===== config.mk =====
export PLATFORM = sky130hd
export DESIGN_NAME = abcm_ctrl
export DESIGN_NICKNAME = d
export VERILOG_FILES = /design/src/design/abcm_pkg.sv /design/src/design/abcm_ctrl.sv
export SDC_FILE = /design/constraint.sdc
export NUM_CORES = 1
export LEC_CHECK = 0
export ABC_AREA = 1
export BUFFER_PORTS_ARGS = -buffer_cell sky130_fd_sc_hd__buf_2
export CORE_AREA = 2 2 39 41
export CTS_CLUSTER_SIZE = 10
export DETAILED_ROUTE_END_ITERATION = 10
export DIE_AREA = 0 0 41 43
export GPL_TIMING_DRIVEN = 0
export MAX_ROUTING_LAYER = met4
export SLEW_MARGIN = 20
export SYNTH_ARGS = -nofsm -noshare
export SYNTH_HDL_FRONTEND = slang
export SYNTH_SLANG_ARGS = --single-unit
export TNS_END_PERCENT = 1

===== constraint.sdc =====
create_clock -name clk_i -period 1.29 [get_ports clk_i]
set_clock_uncertainty 0.05 [all_clocks]
set_input_delay 0.129 -clock clk_i [delete_from_list [all_inputs] [get_ports clk_i]]
set_output_delay 0.129 -clock clk_i [all_outputs]
set_load 0.05 [all_outputs]

===== src/design/abcm_pkg.sv =====
package abcm_pkg;

  localparam int RKW_DEFAULT = 60;
  localparam logic [7:0] RED_POLY = 8'h1b;
  localparam logic [3:0] NR_128 = 4'd10;
  localparam logic [3:0] NR_192 = 4'd12;
  localparam logic [3:0] NR_256 = 4'd14;
  localparam logic [3:0] NK_128 = 4'd4;
  localparam logic [3:0] NK_192 = 4'd6;
  localparam logic [3:0] NK_256 = 4'd8;

  typedef enum logic [2:0] {
    ST_IDLE,
    ST_EXPAND,
    ST_PRE,
    ST_ADD0,
    ST_ROUND,
    ST_FINISH
  } state_e;

  typedef enum logic [2:0] {
    REG_KEY_SIZE,
    REG_MODE,
    REG_KEY0,
    REG_KEY1,
    REG_KEY2,
    REG_KEY3,
    REG_IV_HIGH,
    REG_IV_LOW
  } reg_e;

  typedef enum logic [1:0] {
    KS_128,
    KS_192,
    KS_256,
    KS_ALT
  } key_size_e;

  typedef enum logic [1:0] {
    CH_ECB,
    CH_CBC,
    CH_CFB,
    CH_CFB_ALT
  } chain_e;

  typedef struct packed {
    logic accept;
    logic exp_step;
    logic set_valid;
    logic pre;
    logic add0;
    logic round_en;
    logic finish;
  } cmd_t;

  typedef struct packed {
    logic sched_valid;
    logic exp_done;
    logic last_round;
  } status_t;

  localparam logic [7:0] FWD_BOX [256] = '{
    8'h63,8'h7c,8'h77,8'h7b,8'hf2,8'h6b,8'h6f,8'hc5,8'h30,8'h01,8'h67,8'h2b,8'hfe,8'hd7,8'hab,8'h76,
    8'hca,8'h82,8'hc9,8'h7d,8'hfa,8'h59,8'h47,8'hf0,8'had,8'hd4,8'ha2,8'haf,8'h9c,8'ha4,8'h72,8'hc0,
    8'hb7,8'hfd,8'h93,8'h26,8'h36,8'h3f,8'hf7,8'hcc,8'h34,8'ha5,8'he5,8'hf1,8'h71,8'hd8,8'h31,8'h15,
    8'h04,8'hc7,8'h23,8'hc3,8'h18,8'h96,8'h05,8'h9a,8'h07,8'h12,8'h80,8'he2,8'heb,8'h27,8'hb2,8'h75,
    8'h09,8'h83,8'h2c,8'h1a,8'h1b,8'h6e,8'h5a,8'ha0,8'h52,8'h3b,8'hd6,8'hb3,8'h29,8'he3,8'h2f,8'h84,
    8'h53,8'hd1,8'h00,8'hed,8'h20,8'hfc,8'hb1,8'h5b,8'h6a,8'hcb,8'hbe,8'h39,8'h4a,8'h4c,8'h58,8'hcf,
    8'hd0,8'hef,8'haa,8'hfb,8'h43,8'h4d,8'h33,8'h85,8'h45,8'hf9,8'h02,8'h7f,8'h50,8'h3c,8'h9f,8'ha8,
    8'h51,8'ha3,8'h40,8'h8f,8'h92,8'h9d,8'h38,8'hf5,8'hbc,8'hb6,8'hda,8'h21,8'h10,8'hff,8'hf3,8'hd2,
    8'hcd,8'h0c,8'h13,8'hec,8'h5f,8'h97,8'h44,8'h17,8'hc4,8'ha7,8'h7e,8'h3d,8'h64,8'h5d,8'h19,8'h73,
    8'h60,8'h81,8'h4f,8'hdc,8'h22,8'h2a,8'h90,8'h88,8'h46,8'hee,8'hb8,8'h14,8'hde,8'h5e,8'h0b,8'hdb,
    8'he0,8'h32,8'h3a,8'h0a,8'h49,8'h06,8'h24,8'h5c,8'hc2,8'hd3,8'hac,8'h62,8'h91,8'h95,8'he4,8'h79,
    8'he7,8'hc8,8'h37,8'h6d,8'h8d,8'hd5,8'h4e,8'ha9,8'h6c,8'h56,8'hf4,8'hea,8'h65,8'h7a,8'hae,8'h08,
    8'hba,8'h78,8'h25,8'h2e,8'h1c,8'ha6,8'hb4,8'hc6,8'he8,8'hdd,8'h74,8'h1f,8'h4b,8'hbd,8'h8b,8'h8a,
    8'h70,8'h3e,8'hb5,8'h66,8'h48,8'h03,8'hf6,8'h0e,8'h61,8'h35,8'h57,8'hb9,8'h86,8'hc1,8'h1d,8'h9e,
    8'he1,8'hf8,8'h98,8'h11,8'h69,8'hd9,8'h8e,8'h94,8'h9b,8'h1e,8'h87,8'he9,8'hce,8'h55,8'h28,8'hdf,
    8'h8c,8'ha1,8'h89,8'h0d,8'hbf,8'he6,8'h42,8'h68,8'h41,8'h99,8'h2d,8'h0f,8'hb0,8'h54,8'hbb,8'h16
  };

  localparam logic [7:0] INV_BOX [256] = '{
    8'h52,8'h09,8'h6a,8'hd5,8'h30,8'h36,8'ha5,8'h38,8'hbf,8'h40,8'ha3,8'h9e,8'h81,8'hf3,8'hd7,8'hfb,
    8'h7c,8'he3,8'h39,8'h82,8'h9b,8'h2f,8'hff,8'h87,8'h34,8'h8e,8'h43,8'h44,8'hc4,8'hde,8'he9,8'hcb,
    8'h54,8'h7b,8'h94,8'h32,8'ha6,8'hc2,8'h23,8'h3d,8'hee,8'h4c,8'h95,8'h0b,8'h42,8'hfa,8'hc3,8'h4e,
    8'h08,8'h2e,8'ha1,8'h66,8'h28,8'hd9,8'h24,8'hb2,8'h76,8'h5b,8'ha2,8'h49,8'h6d,8'h8b,8'hd1,8'h25,
    8'h72,8'hf8,8'hf6,8'h64,8'h86,8'h68,8'h98,8'h16,8'hd4,8'ha4,8'h5c,8'hcc,8'h5d,8'h65,8'hb6,8'h92,
    8'h6c,8'h70,8'h48,8'h50,8'hfd,8'hed,8'hb9,8'hda,8'h5e,8'h15,8'h46,8'h57,8'ha7,8'h8d,8'h9d,8'h84,
    8'h90,8'hd8,8'hab,8'h00,8'h8c,8'hbc,8'hd3,8'h0a,8'hf7,8'he4,8'h58,8'h05,8'hb8,8'hb3,8'h45,8'h06,
    8'hd0,8'h2c,8'h1e,8'h8f,8'hca,8'h3f,8'h0f,8'h02,8'hc1,8'haf,8'hbd,8'h03,8'h01,8'h13,8'h8a,8'h6b,
    8'h3a,8'h91,8'h11,8'h41,8'h4f,8'h67,8'hdc,8'hea,8'h97,8'hf2,8'hcf,8'hce,8'hf0,8'hb4,8'he6,8'h73,
    8'h96,8'hac,8'h74,8'h22,8'he7,8'had,8'h35,8'h85,8'he2,8'hf9,8'h37,8'he8,8'h1c,8'h75,8'hdf,8'h6e,
    8'h47,8'hf1,8'h1a,8'h71,8'h1d,8'h29,8'hc5,8'h89,8'h6f,8'hb7,8'h62,8'h0e,8'haa,8'h18,8'hbe,8'h1b,
    8'hfc,8'h56,8'h3e,8'h4b,8'hc6,8'hd2,8'h79,8'h20,8'h9a,8'hdb,8'hc0,8'hfe,8'h78,8'hcd,8'h5a,8'hf4,
    8'h1f,8'hdd,8'ha8,8'h33,8'h88,8'h07,8'hc7,8'h31,8'hb1,8'h12,8'h10,8'h59,8'h27,8'h80,8'hec,8'h5f,
    8'h60,8'h51,8'h7f,8'ha9,8'h19,8'hb5,8'h4a,8'h0d,8'h2d,8'he5,8'h7a,8'h9f,8'h93,8'hc9,8'h9c,8'hef,
    8'ha0,8'he0,8'h3b,8'h4d,8'hae,8'h2a,8'hf5,8'hb0,8'hc8,8'heb,8'hbb,8'h3c,8'h83,8'h53,8'h99,8'h61,
    8'h17,8'h2b,8'h04,8'h7e,8'hba,8'h77,8'hd6,8'h26,8'he1,8'h69,8'h14,8'h63,8'h55,8'h21,8'h0c,8'h7d
  };

endpackage


===== src/design/abcm_ctrl.sv =====
module abcm_ctrl (
  input  logic              clk_i,
  input  logic              rst_ni,
  input  logic              in_valid_i,
  output logic              in_ready_o,
  output logic              out_valid_o,
  input  logic              out_ready_i,
  input  abcm_pkg::status_t status_i,
  output abcm_pkg::cmd_t    cmd_o
);

  abcm_pkg::state_e state_q, state_d;
  logic out_valid_q, out_valid_d;

  always_ff @(posedge clk_i or negedge rst_ni) begin
    if (!rst_ni) begin
      state_q     <= abcm_pkg::ST_IDLE;
      out_valid_q <= 1'b0;
    end else begin
      state_q     <= state_d;
      out_valid_q <= out_valid_d;
    end
  end

  always_comb begin
    state_d     = state_q;
    cmd_o       = '0;
    in_ready_o  = 1'b0;
    out_valid_d = out_valid_q;
    if (out_valid_q && out_ready_i) begin
      out_valid_d = 1'b0;
    end
    case (state_q)
      abcm_pkg::ST_IDLE: begin
        in_ready_o = 1'b1;
        if (in_valid_i) begin
          cmd_o.accept = 1'b1;
          state_d = status_i.sched_valid ? abcm_pkg::ST_PRE : abcm_pkg::ST_EXPAND;
        end
      end
      abcm_pkg::ST_EXPAND: begin
        cmd_o.exp_step = 1'b1;
        if (status_i.exp_done) begin
          cmd_o.set_valid = 1'b1;
          state_d = abcm_pkg::ST_PRE;
        end
      end
      abcm_pkg::ST_PRE: begin
        cmd_o.pre = 1'b1;
        state_d = abcm_pkg::ST_ADD0;
      end
      abcm_pkg::ST_ADD0: begin
        cmd_o.add0 = 1'b1;
        state_d = abcm_pkg::ST_ROUND;
      end
      abcm_pkg::ST_ROUND: begin
        cmd_o.round_en = 1'b1;
        if (status_i.last_round) begin
          state_d = abcm_pkg::ST_FINISH;
        end
      end
      abcm_pkg::ST_FINISH: begin
        if (!out_valid_q || out_ready_i) begin
          cmd_o.finish = 1'b1;
          out_valid_d = 1'b1;
          state_d = abcm_pkg::ST_IDLE;
        end
      end
      default: begin
        state_d = abcm_pkg::ST_IDLE;
      end
    endcase
  end

  assign out_valid_o = out_valid_q;

`ifndef SYNTHESIS
  a_finish_gives_result: assert property (@(posedge clk_i) disable iff (!rst_ni)
    state_q == abcm_pkg::ST_FINISH |=> out_valid_q)
    else $error("result not presented after the final round");

  a_last_round_ends: assert property (@(posedge clk_i) disable iff (!rst_ni)
    (state_q == abcm_pkg::ST_ROUND && status_i.last_round) |=> state_q == abcm_pkg::ST_FINISH)
    else $error("round sequence overran the last round");

  a_no_accept_when_busy: assert property (@(posedge clk_i) disable iff (!rst_ni)
    (in_valid_i && in_ready_o) |-> (state_q == abcm_pkg::ST_IDLE))
    else $error("beat accepted while a block is in flight");

  a_expand_holds: assert property (@(posedge clk_i) disable iff (!rst_ni)
    (state_q == abcm_pkg::ST_EXPAND && !status_i.exp_done) |=> state_q == abcm_pkg::ST_EXPAND)
    else $error("key expansion left early");
`endif

endmodule


==> run summary, run 1 <==
Power and ir drop
- power dissipated by switching net loads: 840 µW
- total power: 1530 µW
- PwrDens: 2750 nW/µm²
- part of the power in the clock network: 0.104
- share of power burned in registers: 0.169
- portion of total power attributed to combinational logic: 0.727
- P_int: 686 µW
- standby leakage power: 0.000299 µW
- switching share of power: 0.551
- peak supply drop: 0.00165 V

Setup path
- largest driver fanout on the critical path: 5
- startpoint of the worst setup timing path: state_q[0]$_DFFE_PN0P_
- Worst Setup Path Type: flip-flop to primary output
- critical path, cell by cell: nor2_4 > inv_4 > nor3_4 > buf_6
- arrival time worst endpoint: 1200 ps
- Slowest-stage cell, CP: sky130_fd_sc_hd__dfrtp_2
- maximum cell stage delay along the critical path: 450 ps
- beginning of the worst register-to-register path: state_q[0]$_DFFE_PN0P_
- Reg2Reg Depth: 7
- Worst Setup EP: cmd_o[6]
- flop-to-flop setup slack: 80 ps
- crit end category: primary output
- Reg2Reg Capture Point: state_q[1]$_DFFE_PN0P_
- CP Data Required Time: 1110 ps
- Startpoint Class: flip-flop

STA
- Setup WS post-layout: -92.6 ps
- time the worst path needs with I/O delays and setup: 1380 ps
- unrepaired setup endpoints after global routing: yes
- Rel. slew slack: 0.837
- worst hold slack across all endpoints: 145 ps
- final setup fails: 7
- final hold viol count: 0
- Final Cycle Share: 1.07
- Final Max Slew Viols: 0
- Least-Margin Pin Slew: 247 ps
- Max Clock Freq: 0.723 GHz

Routing
- number of design-rule violations left by the first detailed-router iteration: 9
- Avg Vias per Cell: 4.14
- first-pass iteration count of the detailed router: 4
- remaining antenna violation count after routing: 0
- vias: 348
- wire length per cell after detailed routing: 8.37 µm
- aggregate routed wire length: 703 µm
- Post-route DRC: 0

Global route
- maximum number of pins on one net before global-route repair: 9
- Total GRT Usage: 0.113
- global-route wire length before repair: 1.24 mm
- number of global-route vias before repair: 325
- total overflow reported by the global router: 0
- initial antenna violation count: 0

Clock tree
- Clock Latency Late Sink: 240 ps
- Clk pin slew, worst setup/hold paths: 40 ps
- clock buffers created by TritonCTS: 3
- root buf cell: sky130_fd_sc_hd__clkbuf_4
- number of clock sinks seen by CTS: 4
- number of levels the H-tree was split into: 1
- clk buf depth: 2
- TritonCTS clock tree: yes

Floorplanning
- area enclosed by the die boundary: 1760 µm²
- row count: 14
- Die X-Extent: 41 µm
- effective utilization at floorplan: 0.232
- y dimension of the die: 43 µm
- area of the core: 1380 µm²
- Top-Level Pins: 16

Logic synthesis
- count of synthesis-stage warnings from yosys: 0
- post-synthesis cell count: 48
- synthesized net count: 55
- largest area contributor in the netlist: sky130_fd_sc_hd__dfrtp_1
- fraction of post-synthesis cell area in the top cell type by area: 0.311
- mapped cell area: 322 µm²
- unique cell type count in the Yosys netlist: 18
- fraction of the yosys area taken by sequential cells: 0.311
- top post-synthesis cells by area: sky130_fd_sc_hd__dfrtp_1 (31%), sky130_fd_sc_hd__inv_1 (13%), sky130_fd_sc_hd__nor2_1 (8.2%), sky130_fd_sc_hd__nor2_2 (7.8%), sky130_fd_sc_hd__nand2_1 (7.0%)
- Seq cells post-synth: 4
- per-instance average area after synthesis: 6.70 µm²

Placed design
- post-placement setup slack: 23.6 ps
- standard cell area after detailed placement: 428 µm²
- detailed placement HPWL: 539 µm
- gpl congestion: 0.771
- count of input and output buffers: 15

Run status
- run status: finished, violations left
- violations in the final reports: negative setup slack

Flow run
- Maximum Capacitance Violations: 0

Final layout
- count of nets after finishing: 77
- share of final-layout standard cells stronger than drive strength 1: 0.574
- final-layout fill cell count: 159
- Area growth syn-to-layout: 72.8%
- number of inserted diodes: 0
- commonest non-fill, non-tap cell in the layout: sky130_fd_sc_hd__inv_1
- final standard cell area without fillers: 556 µm²
- most used cells in the layout excluding fill and tap cells: sky130_fd_sc_hd__inv_1 (9), sky130_fd_sc_hd__buf_6 (8), sky130_fd_sc_hd__buf_2 (7)

Worst hold path
- class of the tightest hold or removal check: input port to flip-flop

[flip-flops by register name, summed over array words and instances, names as in the netlist]
register	flops
out_valid_o	1
state_q	3
[cells by family after synthesis]
logic type | count (synthesis) | synth area share
DFF | 4 | 0.311
and+or+nand+nor | 24 | 0.381
AOI/OAI and AO/OA | 6 | 0.113
buffers and inverters | 14 | 0.195
[metal layers]
layer / vias to the layer above / share of wire / global-route usage
met5: - / 0 / -
met4: 0 / 0.034 / 0.120
met3: 4 / 0.070 / 0.0314
met2: 12 / 0.49 / 0.144
met1: 147 / 0.40 / 0.128
li1: 185 / - / -
[through the flow]
stage,utilization,std cells,setup TNS [ps]
detailed placement,0.309,79,0
global placement,0.309,79,0
CTS,0.378,84,-465
finish,0.401,84,-415
global route,0.401,84,-752
floorplan,-,48,-444
[worst min-delay path by stage]
stage,to,from,slack (ps),cells after the start
after floorplan,out_valid_o$_DFF_PN0_,rst_ni,-220,0
after global placement,out_valid_o$_DFF_PN0_,rst_ni,-120,1
after detailed placement,out_valid_o$_DFF_PN0_,rst_ni,-120,1
after CTS,out_valid_o$_DFF_PN0_,out_ready_i,140,4
after global routing,out_valid_o$_DFF_PN0_,out_ready_i,190,4
final,out_valid_o$_DFF_PN0_,out_ready_i,140,4
[power groups by stage]
stage | sequential [µW] | combinational, µW | clock, µW
finish | 258 | 1110 | 159
detailed placement | 234 | 880 | 0
CTS | 246 | 1040 | 163
global placement | 231 | 879 | 0
global route | 263 | 1190 | 163
floorplan | 258 | 697 | 0
[timing repair]
action / 4_1_cts / 5_1_grt
hold buffers: 1 / 0
resized for setup: 18 / 10
pin swaps: 1 / 3
endpoints found under the setup margin: 8 / 8
hold endpoints to repair: 4 / 0
setup buffers: 1 / 0
[synth_stat cells, drive strengths merged]
master / count
a21oi: 2
o21ai: 3
nand2: 7
nand3b: 1
o211ai: 1
nor3: 1
inv: 13
dfrtp: 4
nor2: 11
nand3: 4
buf: 1
[worst max-delay path: cells and delay by family, from the launching register on]
kind / cells / cell delay (ps)
buf+inv: 2 / 240
flops: 1 / 450
simple gates: 2 / 270
[area by class of cell]
type,count,area (µm²),share of cell area
Buffer,1,11.3,0.0203
Clock buffer,3,22.5,0.0405
Inverter,13,53.8,0.0968
Multi-Input combinational cell,30,199,0.358
Sequential cell,4,103,0.185
Tap cell,16,20.0,0.0360
Timing Repair Buffer,17,146,0.264
Power figures use the tool's default switching activity.
==> inputs of run 2 (changes only) <==
--- a/config.mk
+++ b/config.mk
@@ -13,7 +13,7 @@
 export DIE_AREA = 0 0 41 43
 export GPL_TIMING_DRIVEN = 0
 export MAX_ROUTING_LAYER = met4
-export SLEW_MARGIN = 20
+export SLEW_MARGIN = 5
 export SYNTH_ARGS = -nofsm -noshare
 export SYNTH_HDL_FRONTEND = slang
 export SYNTH_SLANG_ARGS = --single-unit
==> constraint.sdc (replaced) <==
create_clock -name clk_i -period 1.2 [get_ports clk_i]
set_clock_uncertainty 0.05 [all_clocks]
set_input_delay 0.12 -clock clk_i [delete_from_list [all_inputs] [get_ports clk_i]]
set_output_delay 0.12 -clock clk_i [all_outputs]
set_load 0.05 [all_outputs]
==> run 2 against run 1 <==
The run still ends with negative setup slack left; utilization is 0.63 points lower; worst setup slack worse by 80 ps; via count is 2.3% lower; register-to-register slack worse by 80 ps; sequential share of layout area is 0.067 points higher; cell count is 1.2% higher; sequential cell count stayed put; wire length is 4.7% higher; power is 6.3% higher; combinational power is 7% higher; first-iteration DRC count is 89% lower; worst hold slack hardly changed.
==> run summary, run 2 (synthesis gave the netlist of run 1 again) <==
Global route
- number of global-route vias before repair: 312, -4.0%
- maximum number of pins on one net before global-route repair: 9, unchanged
- initial antenna violation count: 0, unchanged
- Total GRT Usage: 0.117, +0.00414
- total overflow reported by the global router: 0, unchanged
- global-route wire length before repair: 1.28 mm, +3.9%

Final layout
- final standard cell area without fillers: 547 µm², -1.6%
- number of inserted diodes: 0, unchanged
- count of nets after finishing: 78, +1.3%
- utilization of the core after routing: 0.395, -0.00633
- Area growth syn-to-layout: 70.0%
- flip-flop count of the largest register, all copies and words added: 3, unchanged
- share of final-layout standard cells stronger than drive strength 1: 0.565, -0.00831
- most used cells in the layout excluding fill and tap cells: sky130_fd_sc_hd__inv_1 (9), sky130_fd_sc_hd__buf_6 (8), sky130_fd_sc_hd__buf_2 (7)
- commonest non-fill, non-tap cell in the layout: sky130_fd_sc_hd__inv_1
- top register by number of flip-flops: state_q

Routing
- vias: 340, -2.3%
- wire length per cell after detailed routing: 8.66 µm, +3.5%
- first-pass iteration count of the detailed router: 2, -2
- remaining antenna violation count after routing: 0, unchanged
- number of design-rule violations left by the first detailed-router iteration: 1, -8
- Post-route DRC: 0, unchanged
- Avg Vias per Cell: 4.00, -3.4%
- aggregate routed wire length: 736 µm, +4.7%

STA
- Max Clock Freq: 0.728 GHz
- worst hold slack across all endpoints: 145 ps, -0.0840 ps
- Least-Margin Pin Slew: 249 ps, +2.35 ps
- Rel. slew slack: 0.835, -0.00155
- Final Cycle Share: 1.14
- Sum Neg Setup Slack: -966 ps, -551 ps
- final setup fails: 9, +2
- final hold viol count: 0, unchanged
- Final Max Slew Viols: 0, unchanged
- Setup WS post-layout: -173 ps, -80.2 ps
- time the worst path needs with I/O delays and setup: 1370 ps
- unrepaired setup endpoints after global routing: yes

Setup path
- largest driver fanout on the critical path: 8, +3
- CP Data Required Time: 1030 ps, -80 ps
- arrival time worst endpoint: 1200 ps, about the same
- critical path, cell by cell: buf_6 > inv_4 > nand3_2 > nor2_2 > buf_6
- maximum cell stage delay along the critical path: 360 ps, -90 ps
- crit end category: primary output
- beginning of the worst register-to-register path: state_q[1]$_DFFE_PN0P_
- Worst Setup Path Type: flip-flop to primary output
- Most common cell on crit path: sky130_fd_sc_hd__buf_6
- startpoint of the worst setup timing path: state_q[2]$_DFFE_PN0P_
- Startpoint Class: flip-flop
- Slowest-stage cell, CP: sky130_fd_sc_hd__dfrtp_1

Power and ir drop
- switching share of power: 0.545, -0.00550
- P_int: 738 µW, +7.6%
- PwrDens: 2970 nW/µm², +8.0%
- part of the power in the clock network: 0.102, -0.002
- total power: 1620 µW, +6.3%
- power dissipated by switching net loads: 885 µW, +5.3%
- share of power burned in registers: 0.164, -0.005
- standby leakage power: 0.000303 µW, +1.5%
- portion of total power attributed to combinational logic: 0.734, +0.007
- peak supply drop: 0.00130 V, -21%

Floorplanning
- Die X-Extent: 41 µm, unchanged
- Top-Level Pins: 16, unchanged
- area enclosed by the die boundary: 1760 µm², unchanged
- y dimension of the die: 43 µm, unchanged
- row count: 14, unchanged
- effective utilization at floorplan: 0.232, unchanged
- area of the core: 1380 µm², unchanged

Clock tree
- root buf cell: sky130_fd_sc_hd__clkbuf_4
- clk buf depth: 2, unchanged
- number of levels the H-tree was split into: 1, unchanged
- clock buffers created by TritonCTS: 3, unchanged
- Clock Latency Late Sink: 230 ps, about the same
- TritonCTS clock tree: yes
- number of clock sinks seen by CTS: 4, unchanged
- Clk pin slew, worst setup/hold paths: 30 ps, about the same

Run status
- run status: finished, violations left
- violations in the final reports: negative setup slack

Placed design
- standard cell area after detailed placement: 439 µm², +2.6%
- count of input and output buffers: 15, unchanged
- detailed placement HPWL: 563 µm, +4.5%
- gpl congestion: 0.792, +2.7%

Flow run
- Maximum Capacitance Violations: 0, unchanged

Worst hold path
- class of the tightest hold or removal check: input port to flip-flop
- hold wc startpoint: out_ready_i

[run 2: changes by cell type in the layout (fill, tap and decap cells not counted)]
cell	change
sky130_fd_sc_hd__inv_2	+1
sky130_fd_sc_hd__nor2_2	+1
sky130_fd_sc_hd__nor2_4	-1
sky130_fd_sc_hd__nand3_4	-1
sky130_fd_sc_hd__dfrtp_1	+1
sky130_fd_sc_hd__buf_4	+1
sky130_fd_sc_hd__inv_4	-1
sky130_fd_sc_hd__nand3_2	+1
sky130_fd_sc_hd__dfrtp_2	-1
[run 2: critical path: cells and delay by family (launching register included)]
family | cells | cell delay (ps)
buf+inv | 3 | 380
flops | 1 | 360
simple gates | 2 | 220
[run 2: final cells by class]
type / instances / area, µm²
well taps: 16 / 20.0
fillers: 137 / 837
inverters: 13 / 51.3
flip-flops and latches: 4 / 101
plain buffers: 1 / 11.3
repair buffers: 18 / 154
clock buffers: 3 / 22.5
multi-input cells: 30 / 186
[run 2: routing by layer]
| metal | GRT usage | up-vias | share of wire |
|---|---|---|---|
| met1 | 0.148 | 143 | 0.43 |
| met5 | - | - | 0 |
| li1 | - | 186 | - |
| met4 | 0.120 | 0 | 0 |
| met3 | 0.0314 | 0 | 0.043 |
| met2 | 0.138 | 11 | 0.53 |
[run 2: metrics by stage]
step	cells	setup WS, ps
final	85	-173
after global routing	85	-222
after CTS	85	-182
after detailed placement	79	-79.0
after global placement	79	-73.2
after floorplan	48	-93.7
[run 2: power groups by stage]
stage | Combinational [µW] | Sequential (µW) | Clock, µW
2_1_floorplan | 775 | 277 | 0
4_1_cts | 1190 | 267 | 175
5_1_grt | 1290 | 274 | 174
6_report | 1190 | 267 | 165
3_3_place_gp | 970 | 249 | 0
3_5_place_dp | 973 | 251 | 0
[run 2: repair_timing]
action / 4_1_cts / 5_1_grt
setup endpoints to repair: 8 / 11
endpoints found under the hold margin: 4 / 0
pin swaps: 1 / 2
hold buffers: 1 / 0
gates resized for setup: 21 / 0
setup buffers: 2 / 0
[run 2: worst paths after layout]
kind                                     endpoint  cells after the start  slack, ps
setup / recovery                         cmd_o[4]                      5       -170
hold / removal              out_valid_o$_DFF_PN0_                      4        140
setup reg to reg           state_q[1]$_DFFE_PN0P_                      5          0
hold reg to reg             out_valid_o$_DFF_PN0_                      2        510
max in group asynchronous  state_q[0]$_DFFE_PN0P_                      2        810
min in group asynchronous  state_q[1]$_DFFE_PN0P_                      2        170
==> inputs of run 3 (changes only) <==
--- a/config.mk
+++ b/config.mk
@@ -13,6 +13,7 @@
 export DIE_AREA = 0 0 41 43
 export GPL_TIMING_DRIVEN = 0
 export MAX_ROUTING_LAYER = met4
+export PLACE_DENSITY = 0.49
 export SLEW_MARGIN = 5
 export SYNTH_ARGS = -nofsm -noshare
 export SYNTH_HDL_FRONTEND = slang
==> run 3 against run 2 <==
The flow still finishes with violations (negative setup slack); count of clock-buffer cells in the layout unchanged; via count up 3.8%; clock power down 4%; sequential share of layout area down 1.8 points; register-to-register slack worse by 30 ps; largest cell class unchanged; sequential cell count unchanged; fmax up 2.7%; largest power group unchanged; first-iteration DRC count rose to 8.0 times the previous value; critical path depth down 1; cell count up 4.7%.
==> run summary, run 3 (synthesis gave the netlist of run 1 again) <==
Placed design
- post-placement setup slack: -83.9 ps, -4.90 ps
- count of input and output buffers: 15, unchanged
- gpl congestion: 0.731, -7.7%
- standard cell area after detailed placement: 439 µm², unchanged
- detailed placement HPWL: 586 µm, +4.1%

Routing
- first-pass iteration count of the detailed router: 4, +2
- aggregate routed wire length: 782 µm, +6.3%
- Post-route DRC: 0, unchanged
- remaining antenna violation count after routing: 0, unchanged
- number of design-rule violations left by the first detailed-router iteration: 8, +7
- wire length per cell after detailed routing: 8.79 µm, +1.5%
- vias: 353, +3.8%
- Avg Vias per Cell: 3.97, -0.84%

Worst hold path
- hold wc startpoint: out_ready_i
- class of the tightest hold or removal check: input port to flip-flop

STA
- time the worst path needs with I/O delays and setup: 1340 ps, -35.9 ps
- Final Cycle Share: 1.11, -0.0299
- Rel. slew slack: 0.836, about the same
- Final Max Slew Viols: 0, unchanged
- unrepaired setup endpoints after global routing: yes
- Sum Neg Setup Slack: -778 ps, +188 ps
- Least-Margin Pin Slew: 248 ps, -0.786 ps
- Setup WS post-layout: -137 ps, +35.9 ps
- Max Clock Freq: 0.748 GHz, +2.7%
- final hold viol count: 0, unchanged
- final setup fails: 9, unchanged

Run status
- violations in the final reports: negative setup slack
- run status: finished, violations left

Power and ir drop
- share of power burned in registers: 0.148, -0.016
- power dissipated by switching net loads: 946 µW, +7.0%
- part of the power in the clock network: 0.088, -0.014
- standby leakage power: 0.000329 µW, +8.3%
- P_int: 849 µW, +15%
- peak supply drop: 0.00108 V, -17%
- PwrDens: 2930 nW/µm², -1.4%
- portion of total power attributed to combinational logic: 0.764, +0.030
- switching share of power: 0.527, -0.0177

Final layout
- final standard cell area without fillers: 613 µm², +12%
- number of inserted diodes: 0, unchanged
- Area growth syn-to-layout: 90.7%
- final-layout fill cell count: 145, +5.8%
- share of final-layout standard cells stronger than drive strength 1: 0.630, +0.0649
- count of nets after finishing: 82, +5.1%
- commonest non-fill, non-tap cell in the layout: sky130_fd_sc_hd__inv_1
- most used cells in the layout excluding fill and tap cells: sky130_fd_sc_hd__inv_1 (8), sky130_fd_sc_hd__buf_2 (7), sky130_fd_sc_hd__buf_6 (6), sky130_fd_sc_hd__nand2_1 (6), sky130_fd_sc_hd__buf_4 (6)
- utilization of the core after routing: 0.443, +0.0479
- flip-flop count of the largest register, all copies and words added: 3, unchanged
- top register by number of flip-flops: state_q

Setup path
- CP Data Required Time: 1030 ps, about the same
- Reg2Reg Depth: 5, unchanged
- largest driver fanout on the critical path: 3, -5
- beginning of the worst register-to-register path: state_q[1]$_DFFE_PN0P_
- Worst Setup Path Type: flip-flop to primary output
- startpoint of the worst setup timing path: state_q[1]$_DFFE_PN0P_
- Startpoint Class: flip-flop
- crit end category: primary output
- Reg2Reg Capture Point: state_q[1]$_DFFE_PN0P_
- Worst Setup EP: cmd_o[6]
- flop-to-flop setup slack: -30 ps, -30 ps
- arrival time worst endpoint: 1170 ps, -30 ps

Global route
- number of global-route vias before repair: 346, +11%
- global-route wire length before repair: 1.46 mm, +14%
- initial antenna violation count: 0, unchanged
- maximum number of pins on one net before global-route repair: 8, -1
- total overflow reported by the global router: 0, unchanged
- met3 capacity usage during global routing: 0.0471, +0.0157
- met1 usage in global routing: 0.170, +0.0224
- most congested layer reported by global routing: met1
- Total GRT Usage: 0.126, +0.00919
- grt met2 use: 0.163, +0.0250

Floorplanning
- area of the core: 1380 µm², unchanged
- Top-Level Pins: 16, unchanged
- y dimension of the die: 43 µm, unchanged
- row count: 14, unchanged
- Die X-Extent: 41 µm, unchanged
- area enclosed by the die boundary: 1760 µm², unchanged
- effective utilization at floorplan: 0.232, unchanged

Clock tree
- Clock Latency Late Sink: 230 ps, about the same
- number of levels the H-tree was split into: 1, unchanged
- number of clock sinks seen by CTS: 4, unchanged
- clk buf depth: 2, unchanged
- Clk pin slew, worst setup/hold paths: 40 ps, about the same
- clock buffers created by TritonCTS: 3, unchanged
- root buf cell: sky130_fd_sc_hd__clkbuf_4
- TritonCTS clock tree: yes

Flow run
- Maximum Capacitance Violations: 0, unchanged

[run 3: layer usage]
metal | vias to the layer above | wire length [µm]
met5 | - | 0
met4 | 0 | 0
met3 | 0 | 32
met2 | 9 | 393
met1 | 149 | 355
li1 | 195 | -
[run 3: layout make-up]
| class | count | area [µm²] | area share |
|---|---|---|---|
| multi-input combinational | 30 | 209 | 0.341 |
| buffer | 1 | 11.3 | 0.0184 |
| tap | 16 | 20.0 | 0.0327 |
| clock buffer | 3 | 22.5 | 0.0367 |
| inverter | 13 | 56.3 | 0.0918 |
| timing repair buffer | 22 | 191 | 0.312 |
| sequential | 4 | 103 | 0.167 |
[run 3: worst min-delay path by stage]
stage	to	slack [ps]	cells past startpoint
2_1_floorplan	out_valid_o$_DFF_PN0_	-230	0
3_3_place_gp	state_q[1]$_DFFE_PN0P_	-120	1
3_5_place_dp	state_q[1]$_DFFE_PN0P_	-120	1
4_1_cts	out_valid_o$_DFF_PN0_	140	4
5_1_grt	out_valid_o$_DFF_PN0_	160	4
6_report	out_valid_o$_DFF_PN0_	150	4
[run 3: stage by stage]
step,power (µW),std cells,hold slack [ps]
global placement,1230,79,-121
global route,1930,89,160
finish,1790,89,146
CTS,1700,88,138
detailed placement,1230,79,-121
floorplan,1050,48,-226
[run 3: what timing repair did]
item,in CTS,in global routing
endpoints found under the setup margin,8,11
hold endpoints to repair,4,0
buffers inserted,5,1
gates resized for setup,21,10
hold buffers,1,0
pin swaps,3,3
[run 3: power groups by stage]
stage               clock network [µW]  registers [µW]  logic, µW
floorplan                            0             277        775
global placement                     0             250        980
detailed placement                   0             253        975
CTS                                167             266       1270
global route                       185             278       1470
finish                             158             266       1370
[run 3: worst max-delay path, stage by stage (launching register included)]
cell and delay (ps):
sky130_fd_sc_hd__dfrtp_2 420, sky130_fd_sc_hd__nor2_4 150, sky130_fd_sc_hd__inv_2 70, sky130_fd_sc_hd__nor3_4 110, sky130_fd_sc_hd__buf_6 180
